## src/rtl/nssr_pkg.sv

```systemverilog
// ---------------------------------------------------------------------------
// nssr_pkg
// Shared widths, latencies and register indices for the nearest-neighbour
// rectangle scaler.
// ---------------------------------------------------------------------------
package nssr_pkg;

	// Width of a dimension register and of a mapped target position.
	localparam int DIM_W = 13;
	// Width of a source boundary (position plus size).
	localparam int POS_W = 14;
	// Width of the dividend held through the divider stages.
	localparam int REM_W = 29;
	// Latency of one boundary mapper, input to registered output.
	localparam int BM_LAT = 16;

	// Configuration register indices.
	localparam logic [2:0] REG_SRC_W   = 3'd0;
	localparam logic [2:0] REG_SRC_H   = 3'd1;
	localparam logic [2:0] REG_FRM_W   = 3'd2;
	localparam logic [2:0] REG_FRM_H   = 3'd3;
	localparam logic [2:0] REG_HI_BYTE = 3'd4;

endpackage

```

## src/rtl/nssr_bound_map.sv

```systemverilog
// ---------------------------------------------------------------------------
// nssr_bound_map
// Maps one source boundary s onto the target axis: the smallest t in [0,T]
// with (2t+1)*S >= 2*T*s, or T. Two arithmetic stages, a thirteen-stage
// restoring divider and a final select; one new boundary per cycle.
// ---------------------------------------------------------------------------
module nssr_bound_map
	import nssr_pkg::*;
(
	input  logic             clk,
	input  logic [POS_W-1:0] s_in,
	input  logic [DIM_W-1:0] src_dim,
	input  logic [DIM_W-1:0] dst_dim,
	output logic [DIM_W-1:0] t_out
);

	logic [27:0]      need_s1;
	logic [26:0]      lim_s1;
	logic [REM_W-1:0] rem_s  [0:DIM_W];
	logic [DIM_W-1:0] quo_s  [0:DIM_W];
	logic             zero_s [0:DIM_W];
	logic             over_s [0:DIM_W];
	logic [27:0]      diff;
	logic [DIM_W:0]   dsor;

	assign dsor = {src_dim, 1'b0};

	// First stage: 2*T*s and the clamp limit 2*S*T.
	always_ff @(posedge clk) begin
		need_s1 <= {27'(s_in * dst_dim), 1'b0};
		lim_s1  <= {26'(src_dim * dst_dim), 1'b0};
	end

	// Second stage: numerator for a rounded-up quotient, plus the two
	// special cases (result zero, result beyond T).
	assign diff = need_s1 - {15'd0, src_dim};

	always_ff @(posedge clk) begin
		zero_s[0] <= (need_s1 <= {15'd0, src_dim});
		over_s[0] <= (diff > {1'b0, lim_s1});
		rem_s[0]  <= {1'b0, diff} + {15'd0, dsor} - REM_W'(1);
		quo_s[0]  <= '0;
	end

	// Divider stages, one quotient bit each, most significant first.
	for (genvar j = 0; j < DIM_W; j++) begin : g_div
		localparam int K = DIM_W - 1 - j;
		logic [REM_W-1:0] trial;

		assign trial = {{(REM_W-DIM_W-1){1'b0}}, dsor} << K;

		always_ff @(posedge clk) begin
			zero_s[j+1] <= zero_s[j];
			over_s[j+1] <= over_s[j];
			if (rem_s[j] >= trial) begin
				rem_s[j+1] <= rem_s[j] - trial;
				quo_s[j+1] <= quo_s[j] | (DIM_W'(1) << K);
			end else begin
				rem_s[j+1] <= rem_s[j];
				quo_s[j+1] <= quo_s[j];
			end
		end
	end

	// Final select.
	always_ff @(posedge clk) begin
		if (zero_s[DIM_W]) begin
			t_out <= '0;
		end else if (over_s[DIM_W]) begin
			t_out <= dst_dim;
		end else begin
			t_out <= quo_s[DIM_W];
		end
	end

endmodule
```

## config.mk

```make
export PLATFORM = sky130hd
export DESIGN_NAME = nssr_bound_map
export DESIGN_NICKNAME = d
export VERILOG_FILES = /design/src/rtl/nssr_pkg.sv /design/src/rtl/nssr_bound_map.sv
export SDC_FILE = /design/constraint.sdc
export NUM_CORES = 2
export LEC_CHECK = 0
export BUFFER_PORTS_ARGS = -buffer_cell sky130_fd_sc_hd__clkbuf_2
export CAP_MARGIN = 15
export CORE_MARGIN = 1
export CORE_UTILIZATION = 27
export CTS_BUF_LIST = sky130_fd_sc_hd__clkbuf_8 sky130_fd_sc_hd__clkbuf_16
export DETAILED_ROUTE_END_ITERATION = 12
export GPL_TIMING_DRIVEN = 0
export PLACE_DENSITY = 0.52
export SLEW_MARGIN = 20
export SYNTH_ARGS = -nofsm -noshare
export SYNTH_HDL_FRONTEND = slang
export SYNTH_SLANG_ARGS = --single-unit
```

## constraint.sdc

```tcl
create_clock -name clk -period 19.2 [get_ports clk]
set_clock_uncertainty 0.05 [all_clocks]
set_input_delay 2.88 -clock clk [delete_from_list [all_inputs] [get_ports clk]]
set_output_delay 2.88 -clock clk [all_outputs]
set_load 0.02 [all_outputs]
```

# [After elaboration in Yosys (flattened, before gate mapping)]
# Memories as Yosys holds them, arrays and structs flattened.
# Index checks and enable logic that the tools add are counted.
[word_totals] reg_bits=66 ram_bits=616 in_bits=41 out_inout_bits=13 elab_cells=132 memories=4
[memory_table] name="rem_s" depth=14 word_bits=29 rd=13 rd_ports_with_merged_regs=0 wr=14 line_no="nssr_bound_map.sv:19" text="logic [REM_W-1:0] rem_s [0:DIM_W];"
[memory_table] name="quo_s" depth=14 word_bits=13 rd=14 rd_ports_with_merged_regs=0 wr=14 line_no="nssr_bound_map.sv:20" text="logic [DIM_W-1:0] quo_s [0:DIM_W];"
[memory_table] name="over_s" depth=14 word_bits=1 rd=14 rd_ports_with_merged_regs=0 wr=14 line_no="nssr_bound_map.sv:22" text="logic over_s [0:DIM_W];"
[memory_table] name="zero_s" depth=14 word_bits=1 rd=14 rd_ports_with_merged_regs=0 wr=14 line_no="nssr_bound_map.sv:21" text="logic zero_s [0:DIM_W];"
[op_classes] add_sub_neg=16 n_mul=2 magnitude_cmp=15 n_mux=66 bitwise_logic=26
[ops] operator="two-way mux 29 bit" count=13
[ops] operator="two-way mux 13 bit" count=14
[ops] operator="two-way mux 1 bit" count=39
[ops] operator="adder 28 x 14 -> 29 bit" count=1
[ops] operator=">= comparator 29 x 14 -> 1 bit" count=1
[ops] operator=">= comparator 29 x 15 -> 1 bit" count=1
[ops] operator=">= comparator 29 x 16 -> 1 bit" count=1
[ops] operator=">= comparator 29 x 17 -> 1 bit" count=1
[ops] operator=">= comparator 29 x 18 -> 1 bit" count=1
[ops] operator=">= comparator 29 x 19 -> 1 bit" count=1
[ops] operator=">= comparator 29 x 20 -> 1 bit" count=1
[ops] operator=">= comparator 29 x 21 -> 1 bit" count=1
[ops] operator=">= comparator 29 x 22 -> 1 bit" count=1
[ops] operator=">= comparator 29 x 23 -> 1 bit" count=1
[ops] operator=">= comparator 29 x 24 -> 1 bit" count=1
[ops] operator=">= comparator 29 x 25 -> 1 bit" count=1
[ops] operator=">= comparator 29 x 26 -> 1 bit" count=1
[ops] operator="subtractor 29 x 1 -> 29 bit (second input constant)" count=1
[ops] operator="subtractor 29 x 14 -> 29 bit" count=1
[ops] operator="subtractor 29 x 15 -> 29 bit" count=1
[ops] operator="subtractor 29 x 16 -> 29 bit" count=1
[ops] operator="subtractor 29 x 17 -> 29 bit" count=1
[ops] operator="subtractor 29 x 18 -> 29 bit" count=1
[ops] operator="subtractor 29 x 19 -> 29 bit" count=1
[ops] operator="13 further kinds" count=38

# [Logic depth before layout (Yosys ltp)]
# An unclocked memory read counts as a cell.
[logic_depth] word_depth=5 mapped_depth=23 depth_no_buf=22

# [Worst setup path before layout]
# No wires, ideal clock.
[synth_path] kind="input to register" from="input port dst_dim[6]" to="register need_s1[27]" setup_ns=0.125 t_arrival_ns=8.021 t_required_ns=19.025 slack_ns=11.004 stages=21 n_path_buf=2 cell_sequence="clkbuf_1 -> clkbuf_1 -> nand2_1 -> fa_1 -> fa_1 -> fa_1 -> inv_1 -> fa_1 -> inv_1 -> fa_1 -> inv_1 -> ha_1 -> a21oi_1 -> o21ai_0 -> a221oi_1 -> o221ai_1 -> a31oi_1 -> o21ai_0 -> a21o_1 -> o31ai_1 -> xnor2_1"
[synth_via] elab_chain_len=1
[synth_rtl] element="start: declaration" line_no="nssr_bound_map.sv:13" text="input logic [DIM_W-1:0] dst_dim,"
[synth_rtl] element="multiplier 14 x 13 -> 27 bit" line_no="nssr_bound_map.sv:30" text="need_s1 <= {27'(s_in * dst_dim), 1'b0};"
[synth_rtl] element="end signal: assignment" line_no="nssr_bound_map.sv:30"
[synth_rtl] element="end: declaration" line_no="nssr_bound_map.sv:17" text="logic [27:0] need_s1;"
# No other way between the ends.
# A chain may end at the register's enable or synchronous reset.

# [Worst setup path in the final report]
[layout_path] from="input port dst_dim[7]" to="register need_s1[27]"
# Same word-level chain as after synthesis.

==> metrics.txt <==
top-level port count=54; FF+latch area=approximately 0.011 mm²; die area=between 0.1 and 0.15 mm²; Mapped Nets=about 4800; Final Hold Viols=0; GRT overflow=0; CTS Buf Count=just under 60; Worst slew margin=between 20% and 30%; H-tree levels=2; number of gates resized after CTS=0; post-DP HPWL=around 77000 µm; outcome=finished, final reports clean; post-synth top area cell=dfxtp_1; commonest cells after routing, fill and taps aside=dfxtp_1, inv_1, ha_1; vias per inst=4.62; critical path required time=19.63 ns; worst skew pair latency=~0.64 ns; Net Switching=3.45 mW; Die Span X=373 µm; leak pwr=between 15 and 20 nW; CTS max path bufs=3; Pwr Density=190 mW/mm²; Initial DRC Count=approximately 1400; Hold-fix buffers, CTS=0; number of synthesized flops with an enable pin=0; clock slew at reported path FFs=roughly 0.060 ns; total of max-cap violations=0; fin cells=approximately 6000; Post-Route WL=between 90000 and 100000 µm; post-route ant nets=0; via count=between 20000 and 30000; Util after Layout=30.8%; area delta synth->final=12.5%; Comb power frac=58.5%; Final nets=approximately 4900; top cells by area, synth=dfxtp_1, fa_1, ha_1, inv_1, xnor2_1; CP startpoint kind=input pin; Yosys cell types=84; Row Count=approximately 140; sequential fraction of the synthesis area=a little under a third; Multi-input gate area=0.0236 mm²; Post-CTS Setup Repair Bufs=0; Peak supply drop=0.114 mV; Pre-antenna DRT Iters=5; fin area=about 0.042 mm²; Final period util=between 40% and 50%; Area after DPL=between 0.03 and 0.04 mm²; cell repeated most along the worst path=fa_1; Port Buffers=between 40 and 50; endpoints failing setup=0; CTS tree=done; hold crit path type=flip-flop to flip-flop; predominant post-synthesis flop cell=dfxtp_1; layout cells sized above 1=under 10%; worst-margin pin slew=between 1 and 1.5 ns; Die Span Y=373 µm; post-synth top area share=between 30% and 40%; total core area=0.136 mm²; FMAX=between 0.1 and 0.15 GHz; unrepaired setup endpoints after global routing=no; count of clock tree sinks=roughly 560; setup tns final=0 ns; max incr delay on CP=approximately 0.86 ns; synthesized instance count=between 4000 and 5000; GPL Wtd Cong=between 0.8 and 0.9; switch share=43.5%; Inst Count DP=between 5000 and 6000; initial antenna violation count=3; Slew Viols, Final=0; CP cell instances=clkbuf_1 -> clkbuf_1 -> nand2_1 -> fa_1 -> inv_1 -> fa_1 -> fa_1 -> fa_1 -> inv_1 -> fa_1 -> inv_1 -> ha_1 -> a21oi_1 -> o21ai_0 -> a221oi_1 -> o221ai_1 -> a31oi_1 -> o21ai_0 -> a21o_1 -> o31ai_1 -> xnor2_1; most common cell after layout, fill and taps aside=dfxtp_1; clock power share=about 15%; crit path max fanout=10; # fillers=approximately 14000; first-pass GRT wire length=approximately 160000 µm; critical path class=input pin to flip-flop; ys async rst share=0%; vias in the first global route=28400; clk root buf=clkbuf_16; Initial Util=between 20% and 30%; synthesized area per cell=9.16 µm²; DRC Markers=0; cell-internal power=4.49 mW; Sequential Power Share=between 20% and 30%; crit path DAT=between 9 and 10 ns; DR WL/cell=roughly 16 µm; Max stage delay cell, worst path=clkbuf_1; Yosys reg bits=between 500 and 600; GRT Total Usage=between 10 and 15%; largest net degree at the start of global routing=23; YS warnings=0; Worst setup EP type=flip-flop; Cell Area, Synth=0.0372 mm²; min Tclk post-route=approximately 9.5 ns; WHS=approximately 0.25 ns
==> logic make-up after synthesis <==
kind of cell / after synthesis / synth area share [%]
xor gates and xnor gates: 290 / 6.82
AOI/OAI and AO/OA: 711 / 12.2
adders and majority gates: 656 / 27.4
and+or+nand+nor: 1165 / 15.6
DFF: 562 / 30.2
muxes: 48 / 1.37
buffers and inverters: 635 / 6.41
==> synth_stat cells (all sizes together), types with 20 or more instances <==
| cell type | n |
|---|---|
| o21ai | 173 |
| xor2 | 120 |
| mux2 | 23 |
| a21o | 105 |
| ha | 390 |
| nand2 | 382 |
| o31ai | 25 |
| a21oi | 205 |
| mux2i | 25 |
| and2 | 166 |
| nand4 | 40 |
| or4 | 20 |
| or3 | 29 |
| nor2b | 40 |
| a211oi | 22 |
| inv | 535 |
| xnor2 | 170 |
| nand2b | 38 |
| fa | 266 |
| o21a | 36 |
| nand3 | 39 |
| dfxtp | 562 |
| nor3 | 66 |
| nor4 | 44 |
| clkbuf | 93 |
| nor2 | 222 |
==> routing by layer <==
metal	share of wire [%]	GRT usage, %	routed length (µm)	up-vias
met3	4.6	2.06	4500	181
met5	0	0	0	-
li1	-	-	-	13800
met2	46	23.8	45400	551
met4	3.4	4.61	3370	0
met1	46	18.3	44800	13200
==> registers in the layout (all words and copies together) (netlist names) <==
| register | flops |
|---|---|
| need_s1 | 27 |
| quo_s | 91 |
| zero_s | 14 |
| over_s | 14 |
| rem_s | 377 |
| lim_s1 | 26 |
| t_out | 13 |
==> through the flow <==
stage / total power, mW / setup slack (ns)
after floorplan: 5.59 / 11.00
after detailed placement: 6.76 / 9.25
after global placement: 6.74 / 9.08
after global routing: 8.75 / 9.49
final: 7.95 / 9.73
after CTS: 8.02 / 9.90
==> final timing paths <==
check | start | endpoint | slack, ns | cells after the start
max | dst_dim[7] | need_s1[27] | 9.73 | 21
min | quo_s[0][61] | quo_s[0][74] | 0.25 | 0
max reg2reg | need_s1[1] | rem_s[0][28] | 14.10 | 20
min reg2reg | quo_s[0][61] | quo_s[0][74] | 0.25 | 0
==> critical path, delay by kind of cell <==
| family | cells | cell delay, ns |
|---|---|---|
| adder cells (fa/ha/maj) | 6 | 2.94 |
| AO/OA/AOI/OAI | 8 | 1.92 |
| buffers and inverters | 5 | 1.83 |
| AND/OR/NAND/NOR | 1 | 0.16 |
| XOR/XNOR | 1 | 0.12 |
==> power groups by stage <==
stage                     logic, mW  registers [mW]  clock network [mW]
after floorplan                3.61            1.98                   0
after global placement         4.64            2.10                   0
after CTS                      4.68            2.09                1.25
final                          4.65            2.08                1.22
after detailed placement       4.65            2.11                   0
after global routing           5.31            2.13                1.30
==> cell type report <==
cell class	instances	area share, %
multi-input cells	2870	56.4
flip-flops and latches	562	26.9
well taps	1781	5.32
inverters	536	4.80
clock buffers	61	3.59
clock inverters	47	1.42
plain buffers	99	0.902
repair buffers	46	0.693
diodes	1	0.00597
Power figures use the tool's default switching activity.
